--- src/rtl/tspc_pkg.sv ---
// Shared types and constants for the tracked speed plausibility check.
package tspc_pkg;

  localparam int unsigned IdW      = 16;
  localparam int unsigned PosW     = 32;
  localparam int unsigned DtW      = 24;
  localparam int unsigned SpeedW   = 16;
  localparam int unsigned ViolW    = 8;
  localparam int unsigned DiffW    = PosW + 1;
  localparam int unsigned MdtW     = SpeedW + DtW;
  localparam int unsigned MulW     = 48;
  localparam int unsigned ChunkW   = MulW / 2;
  localparam int unsigned ProdW    = 2 * MulW;
  localparam int unsigned EntW     = 3 * PosW + ViolW;
  localparam int unsigned SqShift  = 18;

  localparam logic [SpeedW-1:0] MaxSpeedReset = 16'd2560;
  localparam logic [ViolW-1:0]  ViolLimit     = 8'd5;
  localparam logic [ViolW-1:0]  ViolMax       = 8'd255;

  typedef enum logic [8:0] {
    StIdle  = 9'b000000001,
    StSrd   = 9'b000000010,
    StScmp  = 9'b000000100,
    StIns   = 9'b000001000,
    StErd   = 9'b000010000,
    StEwait = 9'b000100000,
    StMstart= 9'b001000000,
    StMrun  = 9'b010000000,
    StDec   = 9'b100000000
  } state_e;

  typedef enum logic [1:0] {
    OpDx = 2'd0,
    OpDy = 2'd1,
    OpDz = 2'd2,
    OpP  = 2'd3
  } mul_op_e;

endpackage

--- src/rtl/tspc_mul.sv ---
// Multi-cycle unsigned multiplier built from one half-width partial product per cycle.
module tspc_mul
  import tspc_pkg::*;
(
  input  logic             clk_i,
  input  logic             rst_ni,
  input  logic             start_i,
  input  logic [MulW-1:0]  a_i,
  input  logic [MulW-1:0]  b_i,
  output logic             done_o,
  output logic [ProdW-1:0] prod_o
);

  logic [MulW-1:0]   a_q, b_q;
  logic [ProdW-1:0]  acc_q, acc_d;
  logic [1:0]        cnt_q;
  logic              busy_q;
  logic [ChunkW-1:0] a_ch, b_ch;
  logic [2*ChunkW-1:0] pp;
  logic [ProdW-1:0]  pp_sh;

  always_comb begin
    a_ch  = cnt_q[1] ? a_q[MulW-1:ChunkW] : a_q[ChunkW-1:0];
    b_ch  = cnt_q[0] ? b_q[MulW-1:ChunkW] : b_q[ChunkW-1:0];
    pp    = a_ch * b_ch;
    pp_sh = {{(ProdW-2*ChunkW){1'b0}}, pp};
    case ({1'b0, cnt_q[1]} + {1'b0, cnt_q[0]})
      2'd1:    pp_sh = pp_sh << ChunkW;
      2'd2:    pp_sh = pp_sh << (2 * ChunkW);
      default: pp_sh = pp_sh;
    endcase
    acc_d = acc_q + pp_sh;
  end

  always_ff @(posedge clk_i) begin
    if (start_i) begin
      a_q   <= a_i;
      b_q   <= b_i;
      acc_q <= '0;
    end else if (busy_q) begin
      acc_q <= acc_d;
    end
  end

  always_ff @(posedge clk_i or negedge rst_ni) begin
    if (!rst_ni) begin
      busy_q <= 1'b0;
      cnt_q  <= '0;
      done_o <= 1'b0;
    end else begin
      done_o <= busy_q && (cnt_q == 2'd3);
      if (start_i) begin
        busy_q <= 1'b1;
        cnt_q  <= '0;
      end else if (busy_q) begin
        cnt_q <= cnt_q + 2'd1;
        if (cnt_q == 2'd3) begin
          busy_q <= 1'b0;
        end
      end
    end
  end

  assign prod_o = acc_q;

endmodule

--- config.mk ---
export PLATFORM = sky130hd
export DESIGN_NAME = tspc_mul
export DESIGN_NICKNAME = d
export VERILOG_FILES = /design/src/rtl/tspc_pkg.sv /design/src/rtl/tspc_mul.sv
export SDC_FILE = /design/constraint.sdc
export NUM_CORES = 2
export LEC_CHECK = 0
export BUFFER_PORTS_ARGS = -buffer_cell sky130_fd_sc_hd__buf_2
export CORE_MARGIN = 1.5
export CORE_UTILIZATION = 43
export DETAILED_ROUTE_END_ITERATION = 8
export GPL_TIMING_DRIVEN = 0
export PLACE_DENSITY = 0.59
export SYNTH_ARGS = -nofsm -noshare
export SYNTH_HDL_FRONTEND = slang
export SYNTH_SLANG_ARGS = --single-unit
export TNS_END_PERCENT = 30
--- constraint.sdc ---
create_clock -name clk_i -period 24.8 [get_ports clk_i]
set_input_delay 6.2 -clock clk_i [delete_from_list [all_inputs] [get_ports clk_i]]
set_output_delay 6.2 -clock clk_i [all_outputs]
set_load 0.05 [all_outputs]
* Word-level counts from Yosys, hierarchy flattened
Index checks and enable logic that the tools add are counted.
** Word-level totals
- Register bits :: 196
- Input bits :: 99
- Output and inout bits :: 97
** Cells by class
- Add/subtract/negate cells :: 3
- Multiply operators :: 1
- Equality and inequality tests :: 3
- Multiplexer cells :: 8
- Reductions and logical operators :: 2
** Operator list (count)
- $pmux 96 s2 :: 1
- $add 96x96->96 :: 1
- $mul 24x24->48 :: 1
- $mux 24 :: 2
- $eq 2x2->1 const B :: 2
- $mux 2 :: 2
- $mux 1 :: 3
- $add 1x1->2 :: 1
- $add 2x1->2 const B :: 1
- $eq 2x1->1 const B :: 1
- $reduce_bool 2->1 :: 1
- $logic_and 1x1->1 :: 1

* Longest topological paths before layout
- Depth after elaboration :: 4
- Mapped depth :: 46
- Depth with buffers taken out :: 42

* Least setup slack after synthesis
Ideal clock, no wire load.
- Path type :: reg2reg
- From :: reg cnt_q[1]
- To :: reg acc_q[95] (netlist: prod_o[95])
- Arrival :: 10.313 ns
- Required time :: 24.677 ns
- Path slack :: 14.363 ns
- Stages on the path, launching flop included :: 41
- Period minus slack after synthesis :: 10.437 ns
- Cells stage by stage :: dfrtp_1 -> clkbuf_1 -> clkbuf_1 -> clkbuf_1 -> mux2i_1 -> nor2_1 -> fa_1 -> fa_1 -> inv_1 -> fa_1 -> fa_1 -> inv_1 -> fa_1 -> fa_1 -> inv_1 -> fa_1 -> inv_1 -> ha_1 -> (+5 left out) -> nand4_1 -> o211ai_1 -> a21o_1 -> a221oi_1 -> xor2_1 -> o21ai_0 -> ha_1 -> clkbuf_1 -> nand4_1 -> nor4_1 -> nand4_1 -> o2111a_1 -> nor2_2 -> a21oi_2 -> o31ai_4 -> a31oi_1 -> mux2i_1 -> mux2_1
** On the way
- Word-level cells in the longest chain between the ends :: 4
- Elaborated cells between the ends (all ways) :: 7
- Classes of those cells :: 2 x add/sub; 1 x mul; 2 x eq/ne; 2 x mux
** Ends and longest elaborated chain
- start: declaration :: line tspc_mul.sv:16 : logic [1:0] cnt_q;
- start signal: assignment :: line tspc_mul.sv:56 : cnt_q <= cnt_q + 2'd1;
- $mux 24 / $add 1x1->2 (equally long branches) :: line tspc_mul.sv:23, tspc_mul.sv:27
- $mul 24x24->48 (tied with other cells) :: line tspc_mul.sv:25 : pp = a_ch * b_ch;
- $pmux 96 s2 * :: line tspc_mul.sv:27 : case ({1'b0, cnt_q[1]} + {1'b0, cnt_q[0]})
- $add 96x96->96 * :: line tspc_mul.sv:32 : acc_d = acc_q + pp_sh;
- end signal: assignment :: line tspc_mul.sv:39 : acc_q <= '0;
- end signal: assignment :: line tspc_mul.sv:41 : acc_q <= acc_d;
- end: declaration :: line tspc_mul.sv:15 : logic [ProdW-1:0] acc_q, acc_d;
Every way passes the cells marked *; elsewhere a longest branch is shown, timed or not.
A chain may end at the register's enable or synchronous reset.

* Worst setup path in the final report
- From :: reg cnt_q[0]
- To :: reg acc_q[95] (netlist: prod_o[95])
** On the way
- Word-level cells in the longest chain between the ends :: 4
- Elaborated cells between the ends (all ways) :: 7
- Classes of those cells :: 2 x add/sub; 1 x mul; 2 x eq/ne; 2 x mux
** Ends and longest elaborated chain (line)
- $mux 24 / $add 1x1->2 (equally long branches) :: tspc_mul.sv:24, tspc_mul.sv:27
- $mul 24x24->48 (tied with other cells) :: tspc_mul.sv:25
- $pmux 96 s2 * :: tspc_mul.sv:27
- $add 96x96->96 * :: tspc_mul.sv:32
Marked as above.

==> flow_summary_export.csv <==
group,metric,value,unit
finish,multi_input_area,0.0241,mm^2
finish,fillerInstances,7208,
finish,fin_area,0.0348,mm^2
critical_path,cp-start-kind,"flip-flop",
critical_path,cp_common_cell,"fa_1",
grt,grt_pass1_wl,169000,um
floorplanning,die-width,275,um
grt,grt_usage,30.3,%
hold_path,hold_path_class,"reg2reg",
timing,hold_violations,0,
floorplanning,die_h,275,um
floorplanning,core_area,0.0732,mm^2
critical_path,slowest_delay,1020,ps
clocking,clk_latency,540,ps
grt,grt_start_max_net_pins,69,
placement,hpwl,94000,um
grt,grt_overflow,0,
timing,maxSlewViolCount,14,
placement,gp_congestion,0.968,
clocking,ctsResizeCount,0,
clocking,clkTransAtPathRegs,100,ps
finish,seqCellArea,0.00490,mm^2
timing,tightest_slew,1530,ps
timing,period_needed,14640,ps
synth,synth_fp_nets,4549,
clocking,clkSinkCount,196,
floorplanning,ios,196,
clocking,cts_tree,"built",
detailed_routing,drc_errors,24,
status,violations,"DRC, capacitance limit, slew limit",
critical_path,crit_end,"prod_o[95]$_SDFFE_PP0P_",
finish,mostFrequentLayoutCell,"inv_1",
synth,synth_area,0.0319,mm^2
timing,finalSetupTns,0,ps
critical_path,crit_type,"reg2reg",
job,drv_cap,3,
detailed_routing,wl_per_cell,23.0,um
clocking,post_cts_buffers,0,
finish,fin_nets,4767,
critical_path,endpoint_kind,"flip-flop",
synth,synth_edf_count,96,
critical_path,crit_arrival,15060,ps
detailed_routing,drtPass1Iterations,9,
status,status,"finished, violations left",
clocking,cts_buffer_depth,2,
timing,min_period_over_period,59.0,%
critical_path,reg2reg_depth,41,
placement,placed_cell_area,0.0341,mm^2
detailed_routing,vias,27065,
clocking,cts-buffers-inserted,17,
detailed_routing,drt_wl_total,112000,um
detailed_routing,ant_nets,0,
timing,grt_setup_unrepaired,"false",
critical_path,critPathRequiredTime,25220,ps
synth,syn_inst,3695,
critical_path,r2r-end,"prod_o[95]$_SDFFE_PP0P_",
synth,synth_warnings,0,
detailed_routing,drtIter0Drc,2411,
synth,syn_area_per_cell,8.63,um^2
synth,async_reset_ff_share,2.04,%
floorplanning,initial_core_util,43.6,%
timing,setup_violations,0,
floorplanning,fp.dieArea,0.0758,mm^2
clocking,h-tree-depth,4,
synth,seq_area_frac_synth,15.4,%
critical_path,cpMaxStageDelayCell,"buf_1",
synth,synth_flop_cell,"edfxtp_1",
clocking,cts_hold_buf,0,
finish,drive_above_1_share,8.05,%
timing,skew,26.8,ps
critical_path,reg2reg_slack,10160,ps
critical_path,rr_startpoint,"cnt_q[0]$_DFFE_PN0P_",
synth,synth_seq_cells,196,
timing,slew_headroom,-5.01,%
clocking,cts_root_buf,"clkbuf_16",
critical_path,startpoint,"cnt_q[0]$_DFFE_PN0P_",
grt,grt_pass1_vias,26845,
grt,antenna_found_initial,3,
finish,final_cell_mix,"592 x inv_1, 483 x fa_1, 469 x nand2_1",
critical_path,cp_max_fo,10,
floorplanning,rows,99,
detailed_routing,viasPerCell,5.54,
synth,synth_cell_types,74,
finish,area_growth,9.15,%
placement,io_buffers,195,
timing,max_freq,68.3,MHz
-- worst max-delay path, delay by kind of cell (launching register included) --
family	cells	cell delay (ps)
adder cells (fa/ha/maj)	9	4170
buffers and inverters	10	2660
multiplexers	3	1430
flip-flops	1	390
AO/OA/AOI/OAI	12	3870
XOR/XNOR	1	500
AND/OR/NAND/NOR	6	1490
-- cell usage after synthesis, drive strengths merged, types with 8 or more instances --
| master | count | share of area, % |
|---|---|---|
| a21o | 92 | 2.2 |
| nor3 | 26 | 0.41 |
| o211ai | 9 | 0.21 |
| clkbuf | 160 | 1.9 |
| and2 | 42 | 0.83 |
| a211oi | 17 | 0.40 |
| o31ai | 8 | 0.25 |
| inv | 592 | 7.0 |
| nand2b | 8 | 0.16 |
| a22o | 15 | 0.41 |
| nor2 | 445 | 5.2 |
| nand2 | 469 | 5.5 |
| dfxtp | 96 | 6.0 |
| o21bai | 33 | 0.78 |
| a21oi | 177 | 2.8 |
| ha | 272 | 11 |
| xnor2 | 81 | 2.2 |
| nand3 | 27 | 0.42 |
| fa | 483 | 30 |
| edfxtp | 96 | 9.0 |
| nand4 | 48 | 0.96 |
| a31oi | 19 | 0.41 |
| nor2b | 14 | 0.27 |
| mux2 | 46 | 1.6 |
| o22ai | 9 | 0.18 |
| o21ai | 135 | 2.1 |
| buf | 10 | 0.15 |
| xor2 | 49 | 1.3 |
| a221oi | 8 | 0.22 |
| and3 | 14 | 0.27 |
| a21boi | 9 | 0.21 |
| mux2i | 87 | 2.7 |
| o21a | 21 | 0.49 |
| nor4 | 8 | 0.16 |
-- flip-flops by register name (all words and copies together), names as in the netlist --
register,cells
prod_o,96
a_q,48
b_q,48
cnt_q,2
busy_q,1
done_o,1
-- through the flow --
stage	worst slack, ps	hold slack, ps	cells	utilization, %
final	10160	488	4888	47.5
after global routing	9570	518	4886	47.5
after CTS	10290	495	4884	47.5
after detailed placement	10380	479	4852	46.6
after global placement	10420	472	4849	46.5
after floorplan	14360	591	3695	-
-- metal layers --
layer | wire length (um) | GRT usage [%] | part of all wire (%) | vias to the layer above
li1 | - | - | - | 12353
met1 | 49000 | 42.4 | 44 | 13386
met3 | 9840 | 5.87 | 8.8 | 161
met4 | 4050 | 11.3 | 3.6 | 0
met5 | 0 | 0 | 0 | -
met2 | 49500 | 46.6 | 44 | 1165
-- how the worst min path moves through the flow --
stage / start / endpoint / slack (ps) / cells after the start
CTS: prod_o[91]$_SDFFE_PP0P_ / prod_o[91]$_SDFFE_PP0P_ / 500 / 2
global placement: prod_o[50]$_SDFFE_PP0P_ / prod_o[50]$_SDFFE_PP0P_ / 470 / 2
global route: prod_o[91]$_SDFFE_PP0P_ / prod_o[91]$_SDFFE_PP0P_ / 520 / 2
floorplan: cnt_q[1]$_DFFE_PN0P_ / busy_q$_DFF_PN0_ / 590 / 2
detailed placement: prod_o[64]$_SDFFE_PP0P_ / prod_o[64]$_SDFFE_PP0P_ / 480 / 2
finish: prod_o[46]$_SDFFE_PP0P_ / prod_o[46]$_SDFFE_PP0P_ / 490 / 2
-- kinds of logic (layout without fill, tap and decap cells) --
family,after synthesis,in the layout,synth area share (%)
AND/OR/NAND/NOR,1126,1126,14.8
buffers and inverters,762,993,9.00
adder cells (fa/ha/maj),755,755,41.0
AO/OA/AOI/OAI,593,593,11.9
flip-flops,196,196,15.4
multiplexers,133,133,4.35
XOR/XNOR,130,130,3.57
other,0,3,0
-- cell type report --
cell class | count | share of cell area, %
Multi-Input combinational cell | 2737 | 69.4
Inverter | 592 | 6.38
Sequential cell | 196 | 14.1
Buffer | 170 | 1.87
Clock inverter | 15 | 0.604
Timing Repair Buffer | 199 | 2.99
Tap cell | 959 | 3.45
Antenna cell | 3 | 0.0216
Clock buffer | 17 | 1.22
Power is left out: the tool's default activity adds up to more than one toggle a clock period on the data nets, which glitch-free logic cannot reach.
