### src/rtl/tspc_ram.sv
// Generic single-write, single-read RAM with registered read data.
module tspc_ram #(
  parameter int unsigned Width = 8,
  parameter int unsigned Depth = 16
) (
  input  logic                                        clk_i,
  input  logic                                        we_i,
  input  logic [((Depth > 1) ? $clog2(Depth) : 1)-1:0] waddr_i,
  input  logic [Width-1:0]                            wdata_i,
  input  logic [((Depth > 1) ? $clog2(Depth) : 1)-1:0] raddr_i,
  output logic [Width-1:0]                            rdata_o
);

  logic [Width-1:0] mem_q [Depth];
  logic [Width-1:0] rdata_q;

  always_ff @(posedge clk_i) begin
    if (we_i) begin
      mem_q[waddr_i] <= wdata_i;
    end
    rdata_q <= mem_q[raddr_i];
  end

  assign rdata_o = rdata_q;

endmodule

### config.mk
export PLATFORM = sky130hd
export DESIGN_NAME = tspc_ram
export DESIGN_NICKNAME = d
export VERILOG_FILES = /design/src/rtl/tspc_ram.sv
export SDC_FILE = /design/constraint.sdc
export NUM_CORES = 1
export LEC_CHECK = 0
export ABC_AREA = 1
export BUFFER_PORTS_ARGS = -buffer_cell sky130_fd_sc_hd__buf_2
export CORE_ASPECT_RATIO = 0.9
export CORE_MARGIN = 2
export CORE_UTILIZATION = 40
export CTS_CLUSTER_SIZE = 16
export DETAILED_ROUTE_END_ITERATION = 16
export GPL_ROUTABILITY_DRIVEN = 0
export GPL_TIMING_DRIVEN = 0
export HOLD_SLACK_MARGIN = 0.12
export RECOVER_POWER = 25
export SLEW_MARGIN = 25
export SYNTH_ARGS = -nofsm -noshare
export SYNTH_HDL_FRONTEND = slang
export SYNTH_SLANG_ARGS = --single-unit
### constraint.sdc
create_clock -name clk_i -period 1.5 [get_ports clk_i]
set_clock_uncertainty 0.1 [all_clocks]
set_input_delay 0.15 -clock clk_i [delete_from_list [all_inputs] [get_ports clk_i]]
set_output_delay 0.15 -clock clk_i [all_outputs]
set_load 0.05 [all_outputs]
# Word-level counts from Yosys, hierarchy flattened

Memory sizes are Yosys's and may differ from the RTL's. A register that Yosys moved wholly into a read port is not among the register bits.
Index checks and enable logic that the tools add are counted.

Register bits after elaboration: 0
Bits in writable memories: 128
Input bits: 18
Output and inout bits: 8
Logic and storage cells: 3
Memories: 1

Memory list:

| name  | depth | bits a word | read ports | clocked after memory_dff | write ports | RTL line | text |
|---|---|---|---|---|---|---|---|
| mem_q | 16    | 8           | 1          | 1                        | 1           | 14       | `logic [Width-1:0] mem_q [Depth];` |

Muxes and demuxes: 2

Operators by type and width:

| cell   | count |
|---|---|
| $mux 1 | 2 |

# Longest topological paths before layout

Gate-level depths: netlist (run 1).

Depth after elaboration: 2
Depth in mapped cells: 8

# Worst setup path after synthesis (run 1)

No wires, ideal clock.

Path kind: input to register
Start: input waddr_i[2] in the netlist's numbering
End: memory mem_q[10][0] (enable)
Data arrival time: 731 ps
Data required time: 1030 ps
Path slack: 299 ps
Cell stages on the path: 2
Cells stage by stage: nand3b_1 -> nor2_1

RTL lines:

| element         | RTL line | text |
|---|---|---|
| start, declared | 8        | `input logic [((Depth > 1) ? $clog2(Depth) : 1)-1:0] waddr_i,` |
| end, declared   | 14       |  |

No word-level cell before the write port.

# Worst setup path after layout (run 1)

Start: input wdata_i[4]
End: memory mem_q[1][4] (data pin)

RTL lines:

| element         | RTL line | text |
|---|---|---|
| start, declared | 9        | `input logic [Width-1:0] wdata_i,` |

No word-level cell before the write port.

==> results of run 1 <==
[per-layer routing]
metal / part of all wire / global-route usage / vias to the layer above
li1: - / - / 1882
met1: 0.45 / 0.2853 / 1859
met2: 0.45 / 0.2845 / 170
met3: 0.077 / 0.05182 / 22
met4: 0.018 / 0.06848 / 0
met5: 0 / 0 / -
[report_power, final]
part,total (uW),internal (uW),switching [uW],leakage (uW)
registers,4270,4250,20.5,0.00122
clock network,3980,2410,1560,0.000279
logic,664,181,484,0.00142
[layout make-up]
type	instances	share of cell area
tap	193	0.03561
clock inverter	15	0.01993
multi-input combinational	289	0.1790
sequential	136	0.5904
clock buffer	17	0.06273
inverter	102	0.05701
buffer	24	0.02454
timing repair buffer	33	0.03081
[state kept, by name, indices dropped and copies added (netlist names)]
name	count
mem_q	128
rdata_o	8
[what timing repair did]
item                                   CTS  global route
gates resized for setup                  0             1
endpoints found under the hold margin  134             0
setup endpoints to repair                0             6
setup buffers                            0             2
hold buffers                             9             0
[path summary, 6_finish.rpt]
path | slack [ns] | end | start
setup / recovery | 0.1 | mem_q[1][4] | wdata_i[4]
hold reg to reg | 0.60 | rdata_o[7] | mem_q[7][7]
setup reg to reg | 0.31 | rdata_o[5] | mem_q[10][5]
hold / removal | 0.14 | rdata_o[0] | raddr_i[3]
[through the flow]
| step | hold WS, ns | setup WS [ns] | total power (uW) |
|---|---|---|---|
| floorplan | 0.1489 | 0.2992 | 4735 |
| global placement | 0.4670 | -0.3152 | 4973 |
| detailed placement | 0.4801 | -0.3328 | 4985 |
| CTS | 0.1357 | 0.01022 | 8931 |
| global route | 0.1652 | 0.08121 | 9183 |
| finish | 0.1441 | 0.09821 | 8910 |
[cell usage in the layout (no fill, tap or decap)]
| master | count |
|---|---|
| buf_1 | 1 |
| buf_2 | 30 |
| buf_4 | 6 |
| buf_6 | 6 |
| bufinv_16 | 2 |
| clkbuf_1 | 5 |
| clkbuf_16 | 17 |
| clkinv_1 | 3 |
| clkinv_2 | 6 |
| clkinv_4 | 2 |
| clkinvlp_4 | 2 |
| dfxtp_1 | 8 |
| dlygate4sd3_1 | 9 |
| edfxtp_1 | 128 |
| inv_1 | 99 |
| inv_2 | 2 |
| inv_6 | 1 |
| nand2_1 | 173 |
| nand3_1 | 97 |
| nand3b_1 | 2 |
| nor2_1 | 17 |
[kinds of logic (layout without fill, tap and decap cells)]
| family | after synthesis | in the layout | share of synthesized area |
|---|---|---|---|
| buf+inv | 126 | 191 | 0.09525 |
| flops | 136 | 136 | 0.6943 |
| simple gates | 289 | 289 | 0.2105 |
==> metrics.yaml, run 1 <==
route:
  postRouteAntennaNets: 0
  routedWlPerCell_microns: 17.81
  firstDrtPassIters: 5
  vias: 3933
  wirelength_mm: 14.41
  vias_per_cell: 4.862
  drt_iter0_markers: 480
  drc: 0
clock_tree:
  clock-root-buffer: "clkbuf_16"
  cts_buffer_depth: 2
  clock_latency_ns: 0.42
  path_clk_slew_ns: 0.06
  htreeDepth: 4
  cts_buffers: 17
  cts.sinks: 136
  cts_tree: "built"
layout:
  diodes: 0
  num-fill-cells: 1301
  multiInputGateArea_sq_um: 1214
  finish.utilization: 0.4825
  area_growth_pct: 17.60
  design_area_sq_um: 6782
  final_cells: 809
  regArea_sq_um: 4004
  fin_nets: 621
  layout-drive-gt1-share: 0.1201
synth:
  seq_area_frac_synth: 0.6943
  synth_async_sr_flop_share: 0
  netlist_area_sq_um: 5767
  synthTopCellsByCount: "nand2_1, edfxtp_1, inv_1, nand3_1, nor2_1"
  syn_nets: 569
  syn_inst: 551
  synth_most_common_cell: "nand2_1"
  yosys.cell_types.count: 12
  synth_top_cell_by_area: "edfxtp_1"
  synth_area_leaders: "edfxtp_1, nand2_1, nand3_1, inv_1, dfxtp_1"
  synth_flop_cell: "edfxtp_1"
  synth_area_per_cell_sq_um: 10.47
  synth_warnings: 0
  synth_edf_count: 128
  ys_seq_elements: 136
  synth_top_area_frac: 0.6665
place:
  dp.cells: 766
  io_buffers: 22
  dpl.hpwl_mm: 9.215
  dpl-instance-area_sq_um: 6118
grt:
  grt_overflow: 0
  grt_antenna_before_repair: 0
  grt_max_degree: 17
  track_usage: 0.1963
  grt_pass1_wl_mm: 21.33
  grt_pass1_vias: 3623
sta:
  tightest_slew_ns: 0.9896
  relSlewSlack: 0.3378
  min_period_over_period: 0.9345
  period_needed_ns: 1.402
  slew_viol_final: 0
  final_hold_viol_count: 0
  setup_viol: 0
  rsz0062_at_grt: "no"
  setup_tns_ns: 0
  fmax_ghz: 0.7134
die:
  dieArea_sq_um: 15390
  ios: 26
  core.rowCount: 41
  fp.dieH_microns: 117.9
  die_w_microns: 130.6
  start_util: 0.4103
  core-area_sq_um: 14060
worst_setup_path:
  path_max_fanout: 16
  crit_type: "input pin to flop"
  rr_worst_depth: 6
  cp-end-kind: "flop"
  crit_family: "buffers and inverters"
  crit_required_ns: 1.48
  arrival_ns: 1.39
  path_buf_inv: 2
  cpMaxStageDelayCell: "clkbuf_1"
  cp.depth: 2
  crit_path_cell_trace: "dlygate4sd3_1 > clkbuf_1"
  cpPeakStageDelay_ns: 0.71
  critPathLaunchType: "input pin"
outcome:
  status: "complete, no violations"
hold_path:
  holdCritPathClass: "input pin to flop"
  whs_path_depth: 3
run:
  maxCapViolCount: 0
pwr:
  static-leakage-power_uw: 0.002918
  irDropWorstVdd_uv: 1182
  cellPowerDensity_nw_per_um2: 1314
No activity file was read; power rests on OpenSTA's default activity.
==> run 2, diff against run 1 <==
ABC_AREA = 0   (was 1)
==> run 2 against run 1 <==
Net effect:
- the flow now finishes with violations (negative setup slack)
- worst hold slack got worse by 0.0096 ns
- via count decreased by 39%
- wire length decreased by 30%
- flip-flop and latch count unchanged
- largest cell class unchanged
- highest routed layer unchanged
==> metrics.yaml, run 2 <==
clock_tree:
  clock-root-buffer: "clkbuf_16"
  clock_latency_ns: 0.41
  path_clk_slew_ns: 0.06
  cts_buffers: 17
  htreeDepth: 4
  postCtsSetupBuffers: 0
  cts_tree: "built"
  cts_buffer_depth: 2
  cts.sinks: 136
synth:
  synth_area_per_cell_sq_um: 22.48
  syn_nets: 247
  syn_inst: 229
  synthTopCellsByCount: "edfxtp_1, mux4_2, a22oi_1, mux4_1, nor2_1"
  synth_warnings: 0
  synth_area_leaders: "edfxtp_1, mux4_2, mux4_1, dfxtp_1, a22oi_1"
  netlist_area_sq_um: 5147
  ys_seq_elements: 136
  synth_edf_count: 128
  synth_most_common_cell: "edfxtp_1"
  synth_top_area_frac: 0.7467
  synth_top_cell_by_area: "edfxtp_1"
  synth_flop_cell: "edfxtp_1"
  yosys.cell_types.count: 19
  seq_area_frac_synth: 0.7778
  synth_async_sr_flop_share: 0
route:
  vias: 2394
  firstDrtPassIters: 4
  drt_iter0_markers: 204
  drc: 0
  vias_per_cell: 5.239
  wirelength_mm: 10.11
  routedWlPerCell_microns: 22.13
  postRouteAntennaNets: 0
pwr:
  p_sw_frac: 0.1975
  irDropWorstVdd_uv: 962.1
  p_int_uw: 7525
  cellPowerDensity_nw_per_um2: 1503
  pwr-share-seq: 0.455
  static-leakage-power_uw: 0.002084
  p_sw_uw: 1852
  combPwrFrac: 0.055
  pwr-share-clk: 0.489
sta:
  holdWs_ns: 0.1345
  fin_ws_ns: -0.07237
  rsz0062_at_grt: "yes"
  fmax_ghz: 0.6360
  relSlewSlack: 0.4061
  final_hold_viol_count: 0
  min_period_over_period: 1.048
  setup_viol: 24
  slew_viol_final: 0
  period_needed_ns: 1.572
  tightest_slew_ns: 0.8875
die:
  core.rowCount: 39
  core-area_sq_um: 12640
  dieArea_sq_um: 13790
  fp.dieH_microns: 111.6
  start_util: 0.4073
  ios: 26
  die_w_microns: 123.6
worst_setup_path:
  cpPeakStageDelay_ns: 0.70
  crit_path_cell_trace: "buf_2 > or3b_2 > nor2_1"
  cpMaxStageDelayCell: "nor2_1"
  arrival_ns: 1.51
  path_max_fanout: 8
  path_buf_inv: 1
  critPathLaunchType: "input pin"
  crit_required_ns: 1.44
  crit_family: "simple AND/OR/NAND/NOR gates"
  cp-end-kind: "flop"
  crit_type: "input pin to flop"
layout:
  diodes: 0
  layout-drive-gt1-share: 0.2935
  largest_register_ff_count: 128
  regArea_sq_um: 4004
  final_common_cell: "edfxtp_1"
  top_register: "mem_q"
  final_cells: 457
  multiInputGateArea_sq_um: 1092
  final_cell_mix: "edfxtp_1, buf_2, mux4_2"
  area_growth_pct: 21.22
  fin_nets: 298
  num-fill-cells: 1025
hold_path:
  holdCritPathClass: "input pin to flop"
grt:
  grt_antenna_before_repair: 0
  grt_pass1_vias: 2492
  grt_pass1_wl_mm: 15.63
  grt_overflow: 0
  grt_max_degree: 17
  track_usage: 0.1654
outcome:
  status: "complete, but fails checks"
  violations: "negative setup slack"
place:
  dpl.hpwl_mm: 6.404
  io_buffers: 24
  dp.cells: 417
run:
  maxCapViolCount: 0
-- run 2: changes by cell type after synthesis, moves of 14 or more --
cell	previous run	this run
a22oi_1	0	16
mux4_1	0	14
nand2_1	173	9
nand3_1	97	1
mux4_2	0	18
inv_1	100	0
-- run 2: worst paths after layout --
check / end / cells after the start / slack, ns / from
setup / recovery: mem_q[3][1] / 3 / -0.07 / waddr_i[2]
hold / removal: rdata_o[0] / 4 / 0.13 / raddr_i[1]
setup reg to reg: rdata_o[1] / 3 / 0.06 / mem_q[4][1]
hold reg to reg: rdata_o[3] / 3 / 0.58 / mem_q[11][3]
-- run 2: through the flow --
stage	worst slack, ns	total power (uW)	setup TNS (ns)	instance area, sq um	utilization
2_1_floorplan	-0.01615	4651	-0.3873	5152	-
3_3_place_gp	-0.5673	4837	-40.06	5478	0.4334
3_5_place_dp	-0.4737	4853	-31.88	5493	0.4346
4_1_cts	-0.04217	9424	-0.7480	6230	0.4929
5_1_grt	-0.1269	9663	-3.027	6240	0.4937
6_report	-0.07237	9377	-0.8951	6240	0.4937
-- run 2: final cells by class --
| cell class | instances | area share |
|---|---|---|
| Multi-Input combinational cell | 83 | 0.1751 |
| Clock buffer | 17 | 0.06818 |
| Clock inverter | 15 | 0.03710 |
| Timing Repair Buffer | 32 | 0.03128 |
| Tap cell | 164 | 0.03289 |
| Buffer | 10 | 0.01384 |
| Sequential cell | 136 | 0.6417 |
-- run 2: per-layer routing --
layer  vias up  track usage  wire length [microns]
met3        10      0.04816                    469
met2        67       0.2293                   4641
met4         0      0.05682                     74
met5         -            0                      0
li1       1080            -                      -
met1      1237       0.2510                   4928
-- run 2: repair_timing --
action	CTS	global route
gates cloned	0	0
hold buffers	8	0
setup endpoints to repair	24	35
hold endpoints to repair	128	0
resized for setup	0	3
-- run 2: kinds of logic after synthesis --
logic type	Yosys count	synth area share
AO/OA/AOI/OAI	16	0.02334
buffers and inverters	10	0.01677
flip-flops	136	0.7778
AND/OR/NAND/NOR	35	0.03184
multiplexers	32	0.1502
-- run 2: power by group through the flow --
stage | logic, uW | clock network, uW | registers [uW]
floorplan | 216 | 0 | 4430
global placement | 495 | 0 | 4340
finish | 518 | 4590 | 4270
global route | 556 | 4830 | 4280
CTS | 521 | 4630 | 4270
detailed placement | 505 | 0 | 4350
-- run 2: tightest hold or removal path, delay by kind of cell --
family | cells | cell delay (ns)
simple gates | 1 | 0.06
mux | 1 | 0.17
compound gates | 1 | 0.08
buf+inv | 1 | 0.15
==> run 3, diff against run 2 <==
CORE_UTILIZATION = 30   (was 40)
==> run 3 against run 2 <==
Net effect:
- the run still ends with negative setup slack left
- sequential power hardly changed
- wire length is 3.6% higher
- non-clock buffer count stayed put
- first-iteration DRC count is 7.4% higher
==> metrics.yaml, run 3 (synthesis gave the netlist of run 2 again) <==
layout:
  finish.utilization: 0.3708
  final_cell_mix: "edfxtp_1, buf_2, mux4_2"
  top_register: "mem_q"
  diodes: 0
  final_cells: 503
  fin_nets: 298
  final_common_cell: "edfxtp_1"
  area_growth_pct: 21.27
  design_area_sq_um: 6242
  largest_register_ff_count: 128
  layout-drive-gt1-share: 0.3014
clock_tree:
  cts.sinks: 136
  path_clk_slew_ns: 0.06
  cts_buffer_depth: 2
  clock_latency_ns: 0.41
  postCtsSetupBuffers: 0
  cts_buffers: 17
  clock-root-buffer: "clkbuf_16"
  htreeDepth: 4
  cts_tree: "built"
worst_setup_path:
  crit_type: "input pin to flop"
  crit_path_cell_trace: "buf_2 > or3b_2 > nor2_1"
  crit_family: "simple AND/OR/NAND/NOR gates"
  path_buf_inv: 1
  crit_required_ns: 1.44
  cpPeakStageDelay_ns: 0.64
  cp-end-kind: "flop"
  cpMaxStageDelayCell: "nor2_1"
  path_max_fanout: 8
  critPathLaunchType: "input pin"
  arrival_ns: 1.46
die:
  start_util: 0.3058
  fp.dieH_microns: 128.3
  core-area_sq_um: 16830
  die_w_microns: 142.1
  core.rowCount: 45
  dieArea_sq_um: 18220
  ios: 26
grt:
  grt_pass1_wl_mm: 15.66
  track_usage: 0.1230
  grt_max_degree: 17
  grt_overflow: 0
  grt_antenna_before_repair: 0
  grt_pass1_vias: 2466
sta:
  relSlewSlack: 0.4323
  final_hold_viol_count: 0
  tightest_slew_ns: 0.8485
  rsz0062_at_grt: "yes"
  fmax_ghz: 0.6567
  period_needed_ns: 1.523
  fin_ws_ns: -0.02279
  slew_viol_final: 0
  setup_viol: 11
  min_period_over_period: 1.015
place:
  dpl.hpwl_mm: 6.642
  pre_cts_ws_ns: -0.5098
  dp.cells: 464
  io_buffers: 24
  dpl-instance-area_sq_um: 5552
route:
  firstDrtPassIters: 5
  routedWlPerCell_microns: 20.83
  drt_iter0_markers: 219
  wirelength_mm: 10.48
  drc: 0
  postRouteAntennaNets: 0
  vias_per_cell: 4.769
  vias: 2399
outcome:
  violations: "negative setup slack"
  status: "complete, but fails checks"
pwr:
  pwr-share-seq: 0.478
  cellPowerDensity_nw_per_um2: 1430
  p_sw_uw: 1907
  pwr-share-clk: 0.463
  static-leakage-power_uw: 0.002043
  irDropWorstVdd_uv: 867.4
  combPwrFrac: 0.059
  p_int_uw: 7017
  p_sw_frac: 0.2137
run:
  maxCapViolCount: 0
hold_path:
  holdCritPathClass: "input pin to flop"
==> run 3: cell types whose count changed in the layout (fill, tap and decap cells not counted), sizes merged <==
cell / before / now
inv: 0 / 2
bufinv: 6 / 3
clkinv: 7 / 6
clkinvlp: 2 / 3
==> run 3: final timing paths <==
check                from           to  slack, ns  depth (start not counted)
max            waddr_i[2]  mem_q[1][1]      -0.02                          3
min            raddr_i[1]   rdata_o[0]       0.13                          4
max reg2reg   mem_q[7][4]   rdata_o[4]       0.02                          3
min reg2reg  mem_q[11][3]   rdata_o[3]       0.59                          3
==> run 3: through the flow <==
stage                     hold slack, ns  total power (uW)  setup TNS, ns
after floorplan                   0.1489              4651        -0.3873
after global placement            0.4548              4839         -38.53
after detailed placement          0.4622              4857         -33.07
after CTS                         0.1299              8957        -0.4860
after global routing              0.1839              9138         -1.624
final                             0.1307              8924        -0.1773
==> run 3: power by group through the flow <==
stage          registers, uW  logic, uW  clock network, uW
5_1_grt                 4280        565               4300
4_1_cts                 4270        528               4160
2_1_floorplan           4430        216                  0
3_5_place_dp            4350        507                  0
6_report                4270        526               4130
3_3_place_gp            4340        495                  0
==> run 3: cell type report <==
class                           count  area (sq um)
Buffer                             10         86.33
Clock buffer                       17         425.4
Clock inverter                     14         155.1
Fill cell                        1502         10590
Multi-Input combinational cell     83          1112
Sequential cell                   136          4004
Tap cell                          211         264.0
Timing Repair Buffer               32         195.2
==> run 3: worst register-to-register path, stage by stage (launching register included) <==
cell and delay (ns):
edfxtp_1 0.37, mux4_2 0.52, a22oi_1 0.23, nand2_1 0.14
==> run 3: layer usage <==
layer,track usage,routed length (microns),vias up
met1,0.1702,4817,1237
met5,0,0,-
met2,0.1864,4766,71
met4,0.04412,144,0
met3,0.03474,749,15
li1,-,-,1076
==> run 3: what timing repair did <==
| action | in CTS | in global routing |
|---|---|---|
| cloned | 0 | 0 |
| resized for setup | 3 | 5 |
| pin swaps | 0 | 1 |
| setup endpoints to repair | 33 | 20 |
| hold buffers | 8 | 0 |
| hold endpoints to repair | 128 | 0 |
